===== config.mk =====
export PLATFORM = sky130hd
export DESIGN_NAME = ese_cfg
export DESIGN_NICKNAME = d
export VERILOG_FILES = /design/src/rtl/ese_pkg.sv /design/src/rtl/ese_cfg.sv
export SDC_FILE = /design/constraint.sdc
export NUM_CORES = 1
export LEC_CHECK = 0
export ABC_AREA = 1
export BUFFER_PORTS_ARGS = -buffer_cell sky130_fd_sc_hd__buf_4
export CAP_MARGIN = 20
export CORE_MARGIN = 5
export CORE_UTILIZATION = 40
export CTS_CLUSTER_SIZE = 24
export DETAILED_ROUTE_END_ITERATION = 8
export PLACE_DENSITY = 0.66
export SETUP_SLACK_MARGIN = 0.5
export SYNTH_ARGS = -nofsm -noshare
export SYNTH_HDL_FRONTEND = slang
export SYNTH_SLANG_ARGS = --single-unit

===== constraint.sdc =====
create_clock -name clk_i -period 1.1 [get_ports clk_i]
set_input_delay 0.11 -clock clk_i [delete_from_list [all_inputs] [get_ports clk_i]]
set_output_delay 0.11 -clock clk_i [all_outputs]
set_load 0.02 [all_outputs]

===== src/rtl/ese_pkg.sv =====
`timescale 1ns / 1ps
// ----------------------------------------------------------------------------
// ese_pkg: shared types and constants of the encoder speed estimator
// Field widths, register indexes, register reset values and the
// configuration bundle that travels from the register file to the datapath.
// ----------------------------------------------------------------------------
package ese_pkg;

  // Encoder counter width used for position masking and the stored sample.
  localparam int PosW     = 16;
  localparam int InPosW   = 16;
  localparam int CprW     = 17;
  localparam int GainW    = 32;
  localparam int GateW    = 31;
  localparam int AlphaW   = 17;
  localparam int SpeedW   = 32;

  // Tick difference: two positions and the modulus, plus sign and carry.
  localparam int DiffW    = ((PosW > CprW) ? PosW : CprW) + 2;

  // Shared multiplier: signed operands wide enough for a 32-bit unsigned
  // gain and a 33-bit speed difference.
  localparam int MulW     = 33;
  localparam int ProdW    = 2 * MulW;

  // Configuration port.
  localparam int CfgIdxW  = 3;
  localparam int CfgDataW = 32;

  localparam logic [CfgIdxW-1:0] CfgCountsPerRev  = 3'd0;
  localparam logic [CfgIdxW-1:0] CfgSpeedGain     = 3'd1;
  localparam logic [CfgIdxW-1:0] CfgGateHalfwidth = 3'd2;
  localparam logic [CfgIdxW-1:0] CfgSmoothAlpha   = 3'd3;
  localparam logic [CfgIdxW-1:0] CfgReverseDir    = 3'd4;

  localparam logic [CprW-1:0]   RstCountsPerRev  = 17'd4096;
  localparam logic [GainW-1:0]  RstSpeedGain     = 32'd65536;
  localparam logic [GateW-1:0]  RstGateHalfwidth = 31'h7FFF_FFFF;
  localparam logic [AlphaW-1:0] RstSmoothAlpha   = 17'd65536;

  // Q1.16 unity weight.
  localparam logic [AlphaW-1:0] AlphaOne         = 17'd65536;

  typedef struct packed {
    logic [CprW-1:0]   counts_per_rev;
    logic [GainW-1:0]  speed_gain;
    logic [GateW-1:0]  gate_halfwidth;
    logic [AlphaW-1:0] smoothing_alpha;
    logic              reverse_dir;
  } cfg_t;

endpackage


===== src/rtl/ese_cfg.sv =====
`timescale 1ns / 1ps
// ----------------------------------------------------------------------------
// ese_cfg: configuration register file
// Write-only registers, truncated to their field widths on write.
// ----------------------------------------------------------------------------
module ese_cfg import ese_pkg::*; (
  input  logic                clk_i,
  input  logic                rst_ni,
  input  logic                wr_en_i,
  input  logic [CfgIdxW-1:0]  wr_idx_i,
  input  logic [CfgDataW-1:0] wr_data_i,
  output cfg_t                cfg_o
);

  cfg_t cfg_q, cfg_d;

  always_comb begin
    cfg_d = cfg_q;
    if (wr_en_i) begin
      case (wr_idx_i)
        CfgCountsPerRev:  cfg_d.counts_per_rev  = wr_data_i[CprW-1:0];
        CfgSpeedGain:     cfg_d.speed_gain      = wr_data_i[GainW-1:0];
        CfgGateHalfwidth: cfg_d.gate_halfwidth  = wr_data_i[GateW-1:0];
        CfgSmoothAlpha:   cfg_d.smoothing_alpha = wr_data_i[AlphaW-1:0];
        CfgReverseDir:    cfg_d.reverse_dir     = wr_data_i[0];
        default:          cfg_d = cfg_q;  // drop writes to unused indexes
      endcase
    end
  end

  always_ff @(posedge clk_i or negedge rst_ni) begin
    if (!rst_ni) begin
      cfg_q.counts_per_rev  <= RstCountsPerRev;
      cfg_q.speed_gain      <= RstSpeedGain;
      cfg_q.gate_halfwidth  <= RstGateHalfwidth;
      cfg_q.smoothing_alpha <= RstSmoothAlpha;
      cfg_q.reverse_dir     <= 1'b0;
    end else begin
      cfg_q <= cfg_d;
    end
  end

  assign cfg_o = cfg_q;

endmodule


---- Word level (Yosys, flattened, before mapping) ----
Cells that the tools add are included.
storage, ports and cells
  latch bits .............................. 0
  register bits after elaboration ......... 98
  bits of input ports ..................... 38
  memory bits (read-only) ................. 0
  bits in writable memories ............... 0
  memories ................................ 0
cells by class
  add/subtract/negate cells ............... 0
  div/mod/pow operators ................... 0
  shifts and indexed selects .............. 0
  bitwise gates (word level) .............. 0
  reduce and logical (&&, ||, !) cells .... 6
  equality and inequality tests ........... 4
  magnitude comparators ................... 0
  multiply operators ...................... 0
  mux-type cells .......................... 0
operators by type and width
  operator                                                          count
  2-bit AND reduction                                               5
  3-bit by 2-bit == test with 1-bit output (second input constant)  2
  3-bit by 1-bit == test with 1-bit output (second input constant)  1
  3-bit == test (second input constant)                             1
  3-bit zero test                                                   1

---- Logic depth before layout (Yosys ltp) ----
  depth after elaboration ................. 2
  depth in mapped cells ................... 7

---- Worst setup path after synthesis ----
OpenSTA, ideal clock, no wires.
  path kind ............................... input -> register
  start ................................... input wr_en_i
  end ..................................... register cfg_q (netlist bit cfg_o[10])
  data required time ...................... 984 ps
  cell stages on the path ................. 7
  slack ................................... 226 ps
  arrival time ............................ 758 ps
  library setup time ...................... 116 ps
  cells stage by stage .................... inv_1 -> nor2_2 -> buf_4 -> nand2_2 -> buf_2 -> nand2_1 -> nand2_1
on the way
  cells in the longest elaborated chain, start to end .. 1
ends and longest elaborated chain
  element                        line           text
  start, declared                ese_cfg.sv:9   input logic wr_en_i,
  2-bit AND reduction (no line)  --
  end signal, assigned           ese_cfg.sv:39  cfg_q <= cfg_d;
  end, declared                  ese_cfg.sv:15  cfg_t cfg_q, cfg_d;
Every way passes these cells.
A chain may end at the register's enable or synchronous reset.

---- Worst setup path after layout ----
  start ................................... register cfg_q (netlist bit cfg_o[93])
  end ..................................... output cfg_o[93] in the netlist's numbering
RTL lines
  element        line           text
  end, declared  ese_cfg.sv:12  output cfg_t cfg_o
No word-level cell between the ends.

==> out/metrics.yaml <==
cts_buffer_depth: 2
cp-endpoint: "cfg_o[93]"
yosys_warnings: 0
hold_slack_ns: -0.0219
dr_wl_met3_um: 979
stdcell_count: 790
ys_types: 11
place_inst: 695
hp-class: "in -> reg"
tns_ns: -1.34
final_hold_viol_count: 32
ys_seq_area_share_pct: 63.7
grt_pass1_vias: 3661
cp_data_required_time_ns: 0.99
grt-ovfl-total: 0
clock_latency_ns: 0.35
cts.sinks: 98
pwr_density_cell_nw_per_um2: 1690
initial_utilization_pct: 40.6
placed_area_um2: 5200
outcome: "finished, violations left"
htree_levels: 3
synth_cells: 437
rsz0062_at_grt: "yes"
criticalPathCategory: "reg -> out"
rows: 36
vias: 3944
drive_gt1_share_pct: 58.3
viasPerCell: 4.99
period_minus_slack_ns: 1.16
die_area_um2: 11900
fmax_mhz: 861
violations: "hold timing, setup timing"
skew_ns: 0
finalPower_uw: 12200
drt_wl_total_um: 14100
diodes: 0
critPathMaxStageDelay_ns: 0.57
cp.arrival_ns: 1.05
clkTransAtPathRegs_ns: 0.11
grt_pass1_wl_um: 19200
ys_ff_latch: 98
root_buffer: "clkbuf_8"
crit_family: "flip-flops"
worst-slew-pin-transition_ns: 0.386
crit_chain: "buf_6"
die_h_um: 109
r2r_setup_slack_ns: 0.25
die_w_um: 109
ios: 136
cts_tree: "built"
drt-met1-wl_um: 5640
portBuffers: 135
max_slew_margin_pct: 74.2
fin_nets: 690
crit_slowest_cell: "dfstp_2"
cp-start-kind: "register"
cp-end-kind: "output pin"
core-area_um2: 9640
r2r_end: "cfg_o[15]"
wl_per_cell_um: 17.9
highest_layer: "met4"
drcViolationCount: 0
first_pass_iters: 4
syn_to_final_growth_pct: 83.5
fin_area_um2: 7180
vdd_drop_max_mv: 0.858
finalSetupViolCount: 34
reg2reg_from: "cfg_o[15]"
setup_ws_ns: -0.0616
dp_hpwl_um: 7830
track_usage_pct: 20.9
dp_slack_ns: -0.0207
startpoint: "cfg_o[93]"
grt_max_degree: 53
layout_worst_path_cycle_share_pct: 106
avgSynthCellArea_um2: 8.96
rr_worst_depth: 4
gp_congestion: 0.793
ant_nets: 0
syn_nets: 475
drv_slew: 0
met2_length_um: 7250
cap_violations: 0
path_depth: 1
worst-path-max-fanout: 2
cts_buffers: 9
largest_reg_flops: 98
cp_num_buf_inv: 1
antenna_found_initial: 0
synthesis.area_um2: 3920
first_iter_violations: 160
p_leak_uw: 0.00358
-- cell type report --
class,instances,area (um2)
inverters,6,38.8
clock inverters,6,65.1
well taps,133,166
fillers,661,2450
clock buffers,10,128
repair buffers,226,2570
multi-input cells,311,1710
flip-flops and latches,98,2500
-- placed cells by master (no fill, tap or decap), drive strengths merged --
cell	n
dfrtp	64
clkinv	3
nand2	225
buf	217
dlygate4sd3	3
bufinv	1
nor2	5
nand3	81
dfstp	34
inv	6
clkbuf	16
clkinvlp	2
-- synth_stat cells --
cell type  instances  area share (%)
nand2_1          219              21
nand3_1           81              10
dfrtp_1           64              41
clkbuf_1           1           0.096
nor2_2             3            0.48
nor2_1             2            0.19
buf_2             24             3.1
dfstp_2           34              23
inv_1              6            0.58
nand2_2            2            0.32
buf_4              1            0.19
-- power by group --
| group | internal (uW) | switching [uW] |
|---|---|---|
| Sequential | 4460 | 675 |
| Clock | 1060 | 1280 |
| Combinational | 2520 | 2150 |
| Total | 8050 | 4110 |
-- repair_timing --
item / in CTS / in global routing
resized for setup: 153 / 133
gates cloned: 2 / 10
hold buffers: 2 / 2
buffers inserted: 30 / 34
endpoints found under the setup margin: 196 / 293
endpoints found under the hold margin: 141 / 124
pin swaps: 61 / 52
-- how the worst min path moves through the flow --
stage	endpoint	slack (ns)	startpoint	cells past startpoint
5_1_grt	cfg_o[13]	-0.03	wr_data_i[12]	3
6_report	cfg_o[14]	-0.02	wr_data_i[13]	3
4_1_cts	cfg_o[41]	-0.04	wr_data_i[23]	3
3_3_place_gp	cfg_o[42]	0.1	rst_ni	1
2_1_floorplan	cfg_o[0]	-0.19	rst_ni	0
3_5_place_dp	cfg_o[42]	0.1	rst_ni	1
-- cell families (layout without fill, tap and decap cells) --
logic type	after synthesis	count (layout)	synth area share, %
DFF	98	98	63.7
and+or+nand+nor	307	311	32.3
buffers and inverters	32	248	3.93
-- per-stage QoR --
step	utilization, %	hold slack (ns)
2_1_floorplan	-	-0.186
3_3_place_gp	53.9	0.0974
3_5_place_dp	53.9	0.0972
4_1_cts	64.8	-0.0378
5_1_grt	74.5	-0.0316
6_report	74.5	-0.0219
-- layer usage --
layer,vias up,track usage (%)
li1,1815,-
met1,1951,27.2
met2,154,34.7
met3,24,4.80
met4,0,6.67
met5,-,0
Note: power is estimated with default switching activity, not from simulation.
