--- config.mk ---
export PLATFORM = sky130hd
export DESIGN_NAME = ese_mul
export DESIGN_NICKNAME = d
export VERILOG_FILES = /design/src/rtl/ese_pkg.sv /design/src/rtl/ese_mul.sv
export SDC_FILE = /design/constraint.sdc
export NUM_CORES = 2
export LEC_CHECK = 0
export ABC_CLOCK_PERIOD_IN_PS = 11700
export BUFFER_PORTS_ARGS = -buffer_cell sky130_fd_sc_hd__buf_4
export CORE_ASPECT_RATIO = 1.1
export CORE_UTILIZATION = 45
export CTS_BUF_LIST = sky130_fd_sc_hd__clkbuf_8 sky130_fd_sc_hd__clkbuf_16
export CTS_CLUSTER_DIAMETER = 40
export DETAILED_ROUTE_END_ITERATION = 10
export GPL_ROUTABILITY_DRIVEN = 0
export PLACE_DENSITY = 0.63
export RECOVER_POWER = 100
export SETUP_SLACK_MARGIN = 0.5
export SLEW_MARGIN = 20
export SYNTH_ARGS = -nofsm -noshare
export SYNTH_HDL_FRONTEND = slang
export SYNTH_SLANG_ARGS = --single-unit
--- constraint.sdc ---
create_clock -name clk_i -period 11.7 [get_ports clk_i]
set_input_delay 1.755 -clock clk_i [delete_from_list [all_inputs] [get_ports clk_i]]
set_output_delay 1.755 -clock clk_i [all_outputs]
set_load 0.005 [all_outputs]
--- src/rtl/ese_pkg.sv ---
`timescale 1ns / 1ps
// ----------------------------------------------------------------------------
// ese_pkg: shared types and constants of the encoder speed estimator
// Field widths, register indexes, register reset values and the
// configuration bundle that travels from the register file to the datapath.
// ----------------------------------------------------------------------------
package ese_pkg;

  // Encoder counter width used for position masking and the stored sample.
  localparam int PosW     = 16;
  localparam int InPosW   = 16;
  localparam int CprW     = 17;
  localparam int GainW    = 32;
  localparam int GateW    = 31;
  localparam int AlphaW   = 17;
  localparam int SpeedW   = 32;

  // Tick difference: two positions and the modulus, plus sign and carry.
  localparam int DiffW    = ((PosW > CprW) ? PosW : CprW) + 2;

  // Shared multiplier: signed operands wide enough for a 32-bit unsigned
  // gain and a 33-bit speed difference.
  localparam int MulW     = 33;
  localparam int ProdW    = 2 * MulW;

  // Configuration port.
  localparam int CfgIdxW  = 3;
  localparam int CfgDataW = 32;

  localparam logic [CfgIdxW-1:0] CfgCountsPerRev  = 3'd0;
  localparam logic [CfgIdxW-1:0] CfgSpeedGain     = 3'd1;
  localparam logic [CfgIdxW-1:0] CfgGateHalfwidth = 3'd2;
  localparam logic [CfgIdxW-1:0] CfgSmoothAlpha   = 3'd3;
  localparam logic [CfgIdxW-1:0] CfgReverseDir    = 3'd4;

  localparam logic [CprW-1:0]   RstCountsPerRev  = 17'd4096;
  localparam logic [GainW-1:0]  RstSpeedGain     = 32'd65536;
  localparam logic [GateW-1:0]  RstGateHalfwidth = 31'h7FFF_FFFF;
  localparam logic [AlphaW-1:0] RstSmoothAlpha   = 17'd65536;

  // Q1.16 unity weight.
  localparam logic [AlphaW-1:0] AlphaOne         = 17'd65536;

  typedef struct packed {
    logic [CprW-1:0]   counts_per_rev;
    logic [GainW-1:0]  speed_gain;
    logic [GateW-1:0]  gate_halfwidth;
    logic [AlphaW-1:0] smoothing_alpha;
    logic              reverse_dir;
  } cfg_t;

endpackage

--- src/rtl/ese_mul.sv ---
`timescale 1ns / 1ps
// ----------------------------------------------------------------------------
// ese_mul: shared signed multiplier
// One signed multiply per cycle with the product registered.
// ----------------------------------------------------------------------------
module ese_mul import ese_pkg::*; (
  input  logic                    clk_i,
  input  logic signed [MulW-1:0]  a_i,
  input  logic signed [MulW-1:0]  b_i,
  output logic signed [ProdW-1:0] p_o
);

  logic signed [ProdW-1:0] p_q;

  always_ff @(posedge clk_i) begin
    p_q <= ProdW'(a_i) * ProdW'(b_i);
  end

  assign p_o = p_q;

endmodule

======== Word-level counts from Yosys, hierarchy flattened ========
Index checks and enable logic that the tools add are counted.
word-level totals
  flip-flop bits (word level) ............. 66
  input port bits ......................... 67
  output and inout port bits .............. 66
cells by class
  multipliers ............................. 1
operators by type and width
  kind                          number
  multiplier 33 x 33 -> 66 bit  1

======== Longest topological paths before layout ========
  word-level depth ........................ 1
  depth in mapped cells ................... 27
  mapped depth without buffers ............ 26

======== Least setup slack after synthesis ========
No wires, ideal clock.
  kind .................................... input port to flip-flop
  start ................................... in a_i[32]
  end ..................................... reg p_q[62], in the netlist p_o[62]
  library setup time ...................... 0.079 ns
  arrival time ............................ 8.912 ns
  data required time ...................... 11.621 ns
  setup slack ............................. 2.709 ns
  stages .................................. 23
  cell sequence ........................... clkbuf_1 -> nand2_1 -> inv_1 -> fa_1 -> fa_1 -> fa_1 -> fa_1 -> fa_1 -> fa_1 -> fa_1 -> inv_1 -> fa_1 -> inv_1 -> ha_1 -> clkbuf_1 -> and3_1 -> nand3_1 -> nand2b_1 -> a2111oi_4 -> a211oi_4 -> a21o_2 -> a21o_1 -> a211oi_2
on the way
  longest elaborated chain between the ends .. 1
ends and longest elaborated chain
  what                          RTL line       text
  start: declaration            ese_mul.sv:8   input logic signed [MulW-1:0] a_i,
  multiplier 33 x 33 -> 66 bit  ese_mul.sv:16  p_q <= ProdW'(a_i) * ProdW'(b_i);
  end signal: assignment        ese_mul.sv:16
  end: declaration              ese_mul.sv:13  logic signed [ProdW-1:0] p_q;
No other way between the ends.

======== Final worst setup path ========
  start ................................... in a_i[0]
  end ..................................... reg p_q[60], in the netlist p_o[60]
Same word-level chain as after synthesis.

==> impl_table.tex <==
\begin{tabular}{lr}
\hline
Metric & Value \\
\hline
\multicolumn{2}{l}{\textbf{Floorplanning}} \\
\quad X dimension of the die & 289 um \\
\quad Total die area & 0.0917 mm\^{}2 \\
\quad Top-level port count & 133 \\
\quad Placeable core region & 0.0895 mm\^{}2 \\
\quad Initial Utilization & 45.5\% \\
\quad Row count & 115 \\
\quad Height of the chip & 318 um \\
\multicolumn{2}{l}{\textbf{Routing}} \\
\quad Via-to-Cell Ratio & 5.19 \\
\quad Post-route antenna net violation count & 0 \\
\quad Final routed wirelength across all metal layers & 107000 um \\
\quad Detailed-routing iteration count for the pre-antenna-repair pass & 5 \\
\quad DRC violations left & 0 \\
\quad Detailed router's first-iteration violation count & 1332 \\
\quad Per-cell routed wire length & 19.7 um \\
\quad Vias post-DR & 28.2k \\
\multicolumn{2}{l}{\textbf{Min path}} \\
\quad Worst hold path cell count & 2 \\
\quad Hold path start & b\_i[0] \\
\quad Worst min-delay path category & in2reg \\
\multicolumn{2}{l}{\textbf{GRT}} \\
\quad Pin count of the biggest net entering global routing & 34 \\
\quad Congestion Overflow GR & 0 \\
\quad Number of antenna violations at the first check in global routing & 6 \\
\quad Total Routing Usage GR & 25.0\% \\
\quad Vias in the first global route & 31.2k \\
\quad Wire length of the first global-routing pass & 174000 um \\
\multicolumn{2}{l}{\textbf{CTS}} \\
\quad Clock sink count & 66 \\
\quad Buffer cell driving the clock tree root & sky130\_fd\_sc\_hd\_\_clkbuf\_16 \\
\quad TritonCTS Buffers & 9 \\
\quad TritonCTS clock tree & done \\
\quad H-tree depth reported by CTS & 3 \\
\quad Clock input transition at the sequential cells of the worst setup and hold paths & 0.06 ns \\
\quad Post-CTS Setup Bufs & 0 \\
\quad Post-cts resize count & 0 \\
\quad CTS Hold Bufs & 0 \\
\quad Clock tree buffer depth & 2 \\
\multicolumn{2}{l}{\textbf{STA}} \\
\quad Slew at the pin with the worst max-slew slack & 1.97 ns \\
\quad Sum of negative setup slack & 0 ns \\
\quad Worst max-slew margin expressed relative to the limit & -31.3\% \\
\quad Final-report max-slew violation count & 34 \\
\quad RSZ-0062 raised after global routing & no \\
\quad Minimum clock period & 10.29 ns \\
\quad Achievable Freq & 0.0972 GHz \\
\quad Final period util & 88.0\% \\
\quad Final setup vio count & 0 \\
\quad Number of hold-slack violations in the final timing report & 0 \\
\multicolumn{2}{l}{\textbf{Worst setup path}} \\
\quad Critical path fanouts, max & 33 \\
\quad WP data required & 11.99 ns \\
\quad Startpoint types & input pin \\
\quad CP arrival & 10.58 ns \\
\quad Type of the worst setup path & in2reg \\
\quad Worst Setup End Kind & flop \\
\quad Launching element of the worst setup path & a\_i[0] \\
\multicolumn{2}{l}{\textbf{Yosys}} \\
\quad Share of Yosys cell area claimed by the top area cell type & 56.3\% \\
\quad Count of state elements after synthesis & 66 \\
\quad Cell area after synthesis & 0.0407 mm\^{}2 \\
\quad Sequential share of the synthesized area & 3.24\% \\
\quad Post-Synthesis Cells & 4338 \\
\quad Dominant cells by area after synthesis & sky130\_fd\_sc\_hd\_\_fa\_1 56\%, sky130\_fd\_sc\_hd\_\_inv\_1 10\%, sky130\_fd\_sc\_hd\_\_and2\_1 8.6\% \\
\quad Most frequently used flop master after synthesis & sky130\_fd\_sc\_hd\_\_dfxtp\_1 \\
\quad Share of flip-flops with an asynchronous set or reset after synthesis & 0\% \\
\quad Number of nets in the synthesized netlist & 5767 \\
\quad Most frequent cells after synthesis & 1145 x sky130\_fd\_sc\_hd\_\_fa\_1, 1131 x sky130\_fd\_sc\_hd\_\_inv\_1, 562 x sky130\_fd\_sc\_hd\_\_and2\_1 \\
\quad Most used standard cell by instance count after synthesis & sky130\_fd\_sc\_hd\_\_fa\_1 \\
\quad Number of enable flip-flop cells after synthesis & 0 \\
\quad Total of warnings raised by yosys & 0 \\
\quad Cell taking the most area after synthesis & sky130\_fd\_sc\_hd\_\_fa\_1 \\
\quad Number of library cell types mapped by synthesis & 80 \\
\quad Per-instance average area after synthesis & 9.39 um\^{}2 \\
\multicolumn{2}{l}{\textbf{Placement}} \\
\quad Port Buffers & 132 \\
\quad Post-DP HPWL & 90000 um \\
\multicolumn{2}{l}{\textbf{Final layout}} \\
\quad Nets & 5695 \\
\quad Fill cell instance count of the final layout & 8655 \\
\quad Largest register FFs & 66 \\
\quad Share of post-route cells with drive strength above 1 & 3.75\% \\
\quad Signed area change from the synthesized netlist to the final layout & 4.47\% \\
\multicolumn{2}{l}{\textbf{Status}} \\
\quad Outcome & finished, violations left \\
\quad Violated checks & capacitance limit, slew limit \\
\multicolumn{2}{l}{\textbf{Flow run}} \\
\quad Number of maximum-capacitance violations & 1 \\
\hline
\end{tabular}
## placed cells by master (no fill, tap or decap), types with 3 or more instances in the layout
| cell type | Yosys | layout |
|---|---|---|
| sky130_fd_sc_hd__bufinv_16 | 0 | 3 |
| sky130_fd_sc_hd__o21ai_0 | 25 | 30 |
| sky130_fd_sc_hd__and2_1 | 562 | 560 |
| sky130_fd_sc_hd__a211oi_1 | 7 | 9 |
| sky130_fd_sc_hd__dfxtp_1 | 66 | 66 |
| sky130_fd_sc_hd__o21a_1 | 6 | 6 |
| sky130_fd_sc_hd__clkbuf_16 | 0 | 9 |
| sky130_fd_sc_hd__a221oi_1 | 2 | 3 |
| sky130_fd_sc_hd__fa_1 | 1145 | 1145 |
| sky130_fd_sc_hd__xor2_1 | 25 | 25 |
| sky130_fd_sc_hd__clkbuf_4 | 0 | 54 |
| sky130_fd_sc_hd__a31oi_1 | 8 | 9 |
| sky130_fd_sc_hd__xnor2_1 | 43 | 43 |
| sky130_fd_sc_hd__diode_2 | 0 | 3 |
| sky130_fd_sc_hd__and2_0 | 0 | 3 |
| sky130_fd_sc_hd__or2_2 | 3 | 3 |
| sky130_fd_sc_hd__a211o_1 | 6 | 6 |
| sky130_fd_sc_hd__nand4_1 | 11 | 11 |
| sky130_fd_sc_hd__a21oi_1 | 57 | 60 |
| sky130_fd_sc_hd__and4_1 | 5 | 5 |
| sky130_fd_sc_hd__a21o_1 | 36 | 36 |
| sky130_fd_sc_hd__nor2_1 | 68 | 68 |
| sky130_fd_sc_hd__nor3_1 | 7 | 7 |
| sky130_fd_sc_hd__nor2b_1 | 5 | 5 |
| sky130_fd_sc_hd__nand2_1 | 551 | 551 |
| sky130_fd_sc_hd__buf_4 | 0 | 71 |
| sky130_fd_sc_hd__clkbuf_1 | 208 | 13 |
| sky130_fd_sc_hd__o211ai_1 | 4 | 5 |
| sky130_fd_sc_hd__inv_1 | 1131 | 1131 |
| sky130_fd_sc_hd__ha_1 | 217 | 217 |
| sky130_fd_sc_hd__or3_1 | 3 | 3 |
| sky130_fd_sc_hd__and3_1 | 5 | 6 |
| sky130_fd_sc_hd__o21bai_1 | 11 | 11 |
| sky130_fd_sc_hd__nand2b_1 | 12 | 12 |
| sky130_fd_sc_hd__nand3_1 | 25 | 26 |
| sky130_fd_sc_hd__o31ai_1 | 2 | 5 |
## cell families (layout without fill, tap and decap cells)
| group | count (synthesis) | in the layout | synth area share [%] |
|---|---|---|---|
| DFF | 66 | 66 | 3.24 |
| other | 0 | 3 | 0 |
| xor gates and xnor gates | 68 | 68 | 1.46 |
| and+or+nand+nor | 1271 | 1271 | 15.8 |
| buffers and inverters | 1352 | 1284 | 12.5 |
| adders and majority gates | 1362 | 1362 | 62.9 |
| AOI/OAI and AO/OA | 219 | 219 | 4.07 |
## worst paths after layout
check / end
worst max-delay path: p_o[60]
worst min-delay path: p_o[0]
## per-stage QoR
stage                     setup WS, ns  instance area [um^2]  instances  hold slack [ns]  util (%)
final                             1.41                 42600       5443             1.84      47.5
after global routing              1.15                 42600       5443             1.85      47.5
after CTS                         2.39                 42700       5440             1.82      47.7
after detailed placement          2.01                 42400       5425             2.14      47.4
after global placement            1.96                 42400       5425             2.14      47.4
after floorplan                   2.71                 40700       4338             1.88         -
## layout make-up
type                            instances  area [um^2]  share of cell area [%]
Multi-Input combinational cell       2920        34200                    80.3
Inverter                             1131         4250                    9.98
Tap cell                             1170         1460                    3.44
Sequential cell                        66         1320                    3.10
Timing Repair Buffer                  138          987                    2.32
Clock buffer                           10          239                   0.562
Clock inverter                          5          103                   0.241
Antenna cell                            3         7.51                  0.0176
## critical path, cell delays in order
cell                       delay (ns)
sky130_fd_sc_hd__clkbuf_1        1.38
sky130_fd_sc_hd__nand2_1         0.20
sky130_fd_sc_hd__fa_1            0.57
sky130_fd_sc_hd__inv_1           0.06
sky130_fd_sc_hd__fa_1            0.35
sky130_fd_sc_hd__inv_1           0.07
sky130_fd_sc_hd__fa_1            0.43
sky130_fd_sc_hd__fa_1            0.49
sky130_fd_sc_hd__inv_1           0.04
sky130_fd_sc_hd__ha_1            0.27
sky130_fd_sc_hd__ha_1            0.29
sky130_fd_sc_hd__fa_1            0.51
sky130_fd_sc_hd__fa_1            0.43
sky130_fd_sc_hd__ha_1            0.35
sky130_fd_sc_hd__and3_1          0.27
sky130_fd_sc_hd__and2_0          0.25
sky130_fd_sc_hd__a221oi_1        0.90
sky130_fd_sc_hd__o211ai_1        0.53
sky130_fd_sc_hd__o311ai_4        0.63
sky130_fd_sc_hd__nand3_1         0.34
sky130_fd_sc_hd__a31oi_1         0.30
sky130_fd_sc_hd__xnor2_1         0.14
## routing by layer
layer	up-vias	routed length, um	track usage (%)
met2	775	57300	44.3
li1	12174	-	-
met3	273	3770	1.99
met5	-	0	0
met4	0	7570	15.3
met1	15025	38800	29.0
Power is not shown: default switching activity piles up to over one toggle a cycle in this logic, so the estimate is an artifact.
